==> src/design/tyrg_pkg.sv <==
// Shared constants and tables for the target yaw/pitch block.
`timescale 1ns / 1ps
package tyrg_pkg;

    localparam int COORD_WIDTH      = 24;
    localparam int ANGLE_ITERATIONS = 16;

    localparam int HEALTH_W  = 16;
    localparam int MR_W      = 23;
    localparam logic [MR_W-1:0] MR_RESET = 23'd10240;

    // Offset, squared sums and square root widths.
    localparam int D_W      = COORD_WIDTH + 1;
    localparam int FRAC_SH  = 16;
    localparam int SQ_W     = 2 * MR_W + 1;
    localparam int ROOT_W   = (SQ_W + FRAC_SH + 1) / 2;
    localparam int REM_W    = ROOT_W + 2;

    // CORDIC datapath and angle accumulator.
    localparam int CORDIC_W = MR_W + FRAC_SH + 4;
    localparam int ANGLE_W  = 28;
    localparam int ATAN_LEN = 24;

    localparam logic signed [ANGLE_W-1:0] DEG90  = 28'sd5898240;
    localparam logic signed [ANGLE_W-1:0] DEG180 = 28'sd11796480;
    localparam logic signed [ANGLE_W-1:0] DEG360 = 28'sd23592960;
    localparam logic signed [ANGLE_W-1:0] ROUND_HALF = 28'sd256;
    localparam int ROUND_SH = 9;

    localparam int YAW_W   = 16;
    localparam int PITCH_W = 15;
    localparam logic signed [ANGLE_W-1:0] YAW_FULL  = 28'sd46080;
    localparam logic signed [ANGLE_W-1:0] PITCH_MAX = 28'sd11520;

    localparam int S_TDATA_W = ((6 * COORD_WIDTH + HEALTH_W + 7) / 8) * 8;
    localparam int M_TDATA_W = ((YAW_W + PITCH_W + 7) / 8) * 8;

    // atan(2^-i) in degrees, Q.16, rounded to nearest.
    localparam logic signed [ANGLE_W-1:0] ATAN_TAB [0:ATAN_LEN-1] = '{
        28'sd2949120, 28'sd1740967, 28'sd919879, 28'sd466945,
        28'sd234379,  28'sd117304,  28'sd58666,  28'sd29335,
        28'sd14668,   28'sd7334,    28'sd3667,   28'sd1833,
        28'sd917,     28'sd458,     28'sd229,    28'sd115,
        28'sd57,      28'sd29,      28'sd14,     28'sd7,
        28'sd4,       28'sd2,       28'sd1,      28'sd0
    };

endpackage

==> src/design/tyrg_sqrt.sv <==
// Pipelined integer square root, one result bit per stage.
`timescale 1ns / 1ps
module tyrg_sqrt (
    input  logic                        i_clk,
    input  logic                        i_en,
    input  logic [tyrg_pkg::SQ_W-1:0]   i_val,
    output logic [tyrg_pkg::ROOT_W-1:0] o_root
);
    import tyrg_pkg::*;

    localparam int V_W = 2 * ROOT_W;

    logic [V_W-1:0]    r_v   [0:ROOT_W-1];
    logic [REM_W-1:0]  r_rem [0:ROOT_W-1];
    logic [ROOT_W-1:0] r_q   [0:ROOT_W-1];

    genvar k;
    generate
        for (k = 0; k < ROOT_W; k++) begin : g_stage
            logic [V_W-1:0]    w_v;
            logic [REM_W-1:0]  w_rem;
            logic [ROOT_W-1:0] w_q;
            logic [REM_W-1:0]  w_sh;
            logic [REM_W-1:0]  w_t;
            if (k == 0) begin : g_first
                assign w_v   = V_W'({i_val, {FRAC_SH{1'b0}}});
                assign w_rem = '0;
                assign w_q   = '0;
            end else begin : g_next
                assign w_v   = r_v[k-1];
                assign w_rem = r_rem[k-1];
                assign w_q   = r_q[k-1];
            end
            assign w_sh = {w_rem[REM_W-3:0], w_v[V_W-1 -: 2]};
            assign w_t  = {w_q, 2'b01};
            always_ff @(posedge i_clk) begin
                if (i_en) begin
                    r_v[k] <= {w_v[V_W-3:0], 2'b00};
                    if (w_sh >= w_t) begin
                        r_rem[k] <= w_sh - w_t;
                        r_q[k]   <= {w_q[ROOT_W-2:0], 1'b1};
                    end else begin
                        r_rem[k] <= w_sh;
                        r_q[k]   <= {w_q[ROOT_W-2:0], 1'b0};
                    end
                end
            end
        end
    endgenerate

    assign o_root = r_q[ROOT_W-1];

endmodule

==> config.mk <==
export PLATFORM = sky130hd
export DESIGN_NAME = tyrg_sqrt
export DESIGN_NICKNAME = d
export VERILOG_FILES = /design/src/design/tyrg_pkg.sv /design/src/design/tyrg_sqrt.sv
export SDC_FILE = /design/constraint.sdc
export NUM_CORES = 2
export LEC_CHECK = 0
export BUFFER_PORTS_ARGS = -buffer_cell sky130_fd_sc_hd__buf_2
export CELL_PAD_IN_SITES_DETAIL_PLACEMENT = 1
export CELL_PAD_IN_SITES_GLOBAL_PLACEMENT = 1
export CORE_MARGIN = 2
export CORE_UTILIZATION = 48
export DETAILED_ROUTE_END_ITERATION = 16
export GPL_TIMING_DRIVEN = 0
export PLACE_DENSITY = 0.75
export SLEW_MARGIN = 20
export SYNTH_ARGS = -nofsm -noshare
export SYNTH_HDL_FRONTEND = slang
export SYNTH_MEMORY_MAX_BITS = 65536
export SYNTH_SLANG_ARGS = --single-unit
==> constraint.sdc <==
create_clock -name i_clk -period 4.1 [get_ports i_clk]
set_clock_uncertainty 0.2 [all_clocks]
set_input_delay 0.615 -clock i_clk [delete_from_list [all_inputs] [get_ports i_clk]]
set_output_delay 0.615 -clock i_clk [all_outputs]
set_load 0.1 [all_outputs]
==> impl_metrics.yaml <==
logic_synthesis:
  avgSynthCellArea_um2: 12.3
  synth_ff_type: "edfxtp_1"
  synth_area_leaders: "edfxtp_1 (61%), ha_1 (6.9%), xor2_1 (3.6%), xnor2_1 (3.1%), o21ai_0 (2.8%)"
  async_reset_ff_share_pct: 0
  synth_area_um2: 99100
  synth_most_common_cell: "edfxtp_1"
  syn_nets: 8663
  seq_area_frac_synth_pct: 61.0
  synth_top_cells_by_count: "edfxtp_1 (2,011), inv_1 (707), nand2_1 (673), o21ai_0 (558), ha_1 (544)"
  synth.top_cell.area_share_pct: 61.0
  syn_inst: 8063
  yosysUniqueCellTypes: 90
  yosys_register_bits: 2012
  ys_warn_count: 0
  synth_area_leader_cell: "edfxtp_1"
  synth_edf_count: 2011
routing:
  post-route-drc-count: 0
  first_pass_iters: 5
  antenna_left: 0
  viasPerCell: 5.62
  drt-total-wl_um: 236000
  avgRoutedWirePerCell_um: 20.7
  drtIter0Drc: 4193
  vias: 63896
final_layout:
  nets: 9102
  fill_cells: 20668
  regArea_um2: 60400
  multi_input_area_um2: 36400
  syn2layout_area_growth_pct: 13.9
  drive_gt1_share_pct: 10.2
setup_path:
  path_buf_inv: 4
  crit_top_cell: "a31oi_4"
  path_max_fanout: 5
  crit_chain: "inv_1 -> ha_2 -> inv_2 -> fa_2 -> nand2b_4 -> or3b_4 -> a31oi_4 -> o41ai_4 -> nand4_1 -> o21ai_2 -> a221oi_4 -> o211a_1 -> a31oi_4 -> buf_12 -> clkbuf_16 -> mux2_4"
  cpLargestDelayFamily: "compound AO/OA/AOI/OAI gates"
  cp-end-kind: "flip-flop"
  cp_slowest_stage_delay_ps: 400
  required_ps: 4490
  cp.arrival_ps: 4540
  slowest_stage: "o41ai_4"
  crit_type: "flip-flop to flip-flop"
  critPathLaunchType: "flip-flop"
clock_tree:
  htreeDepth: 4
  clock_sink_count: 2012
  cts_tree: "done"
  path_clk_slew_ps: 60
  clk_latency_ps: 860
  numCtsBuffers: 216
  cts-root-buf: "clkbuf_16"
  clock_path_buffers: 3
pwr:
  total_power_uw: 63700
  vdd_drop_max_mv: 0.458
  p_seq_share_pct: 45.0
  power.density_nw_per_um2: 564
  p_int_uw: 44200
  clkPwrFrac_pct: 30.1
  p_comb_share_pct: 24.9
  p_leak_uw: 0.0437
  p_sw_share_pct: 30.5
  p_switching_uw: 19400
floorplanning:
  die_w_um: 458
  num_io_pins: 81
  fp.dieArea_um2: 210000
  fp.coreArea_um2: 205000
  start_util_pct: 48.3
  rows: 166
  die-height_um: 458
timing:
  timing.setup.tns_ps: -626
  hold_viol: 0
  max_slew_margin_pct: 34.4
  fmax_mhz: 241
  setup_slack_ps: -53.2
  worst_slew_pin_slew_ps: 975
  hold_ws_ps: 56.4
  fin_crit_ps: 4150
  drv_slew: 0
  setup_viol: 23
  fin_crit_sh_pct: 101
  rsz0062_at_grt: "true"
global_routing:
  antenna_found_initial: 2
  grt_overflow: 0
  grt_pass1_vias: 66968
  grtUsageTotal_pct: 22.0
  grt_max_degree: 107
  grt_pass1_wl_um: 371000
placed_design:
  place_hpwl_um: 170000
  port_buffers: 80
  gp_congestion: 0.869
run_status:
  violations: "negative setup slack"
  outcome: "finished, violations left"
worst_hold_path:
  hold_path_class: "primary input to flip-flop"
job:
  cap_viol_max_count: 0
flip-flops by register name, indices dropped and copies added (netlist names):
signal / count
r_q: 528
r_rem: 932
r_v: 552
cells in the final DEF, fill, tap and decap left out, drive strengths merged, types with 14 or more instances in the layout:
master       instances
edfxtp            2011
inv                713
nand2              675
o21ai              561
ha                 544
clkbuf             418
xor2               403
nor2               389
a21oi              383
xnor2              348
a21o               217
nor3               200
buf                195
nand3              117
nand2b             112
nor4               112
clkinv              98
or3                 96
o21a                93
mux2                86
nor2b               74
nand4               68
a31oi               56
or4                 53
a211oi              52
o21bai              48
dlygate4sd3         47
and3                44
and2                43
or2                 43
o31ai               43
a21boi              26
nor3b               25
nand3b              24
nor4b               23
o211ai              18
mux2i               18
bufinv              17
a211o               14
power groups by stage:
stage               clock [uW]  sequential [uW]  combinational, uW
floorplan                    0            28200              11100
global placement             0            29100              14100
detailed placement           0            29000              14800
CTS                      19700            28600              15300
global route             20400            28900              17600
finish                   19200            28600              15900
final timing paths:
check                                 start  slack [ps]            end  cells past startpoint
worst max register to register  r_q[1][352]         -50  r_rem[1][431]                     16
worst min register to register   r_v[0][49]         210    r_v[0][113]                      0
worst max-delay path            r_q[1][352]         -50  r_rem[1][431]                     16
worst min-delay path                   i_en          60    r_v[0][123]                      2
what timing repair did:
action	4_1_cts	5_1_grt
pin swaps	21	48
resized for setup	161	199
buffers inserted	35	35
endpoints found under the hold margin	49	24
hold buffers	47	3
cloned	2	4
setup endpoints to repair	1552	516
per-stage QoR:
stage               util [%]  cells  area, um2  setup WS, ps
floorplan                  -   8063      99100          1.55
global placement        50.2  10831     103000        -11570
detailed placement      50.5  10858     104000         -2240
CTS                     54.5  11336     112000         -54.6
global route            55.1  11373     113000          -168
finish                  55.1  11373     113000         -53.2
metal layers:
metal  vias up  wire, um  track usage, %
met3       395      8480            2.81
li1      30404         -               -
met1     32006    106000            29.7
met4         0      5770            5.87
met2      1091    116000            37.6
met5         -         0               0
layout make-up:
type	instances	share of cell area (%)
diodes	1	0.00222
well taps	2688	2.98
inverters	710	2.37
plain buffers	160	0.797
multi-input cells	5171	32.2
repair buffers	231	1.98
clock inverters	131	1.10
flip-flops and latches	2012	53.5
clock buffers	269	5.02
cell families (layout without fill, tap and decap cells):
kind of cell | Yosys count | count (layout) | synth area share [%]
muxes | 104 | 104 | 1.16
other | 0 | 1 | 0
DFF | 2012 | 2012 | 61.0
adders and majority gates | 551 | 551 | 7.01
xor gates and xnor gates | 751 | 751 | 6.64
AOI/OAI and AO/OA | 1630 | 1630 | 10.1
buffers and inverters | 881 | 1501 | 3.36
and+or+nand+nor | 2134 | 2135 | 10.7
No activity file was read; power rests on OpenSTA's default activity.
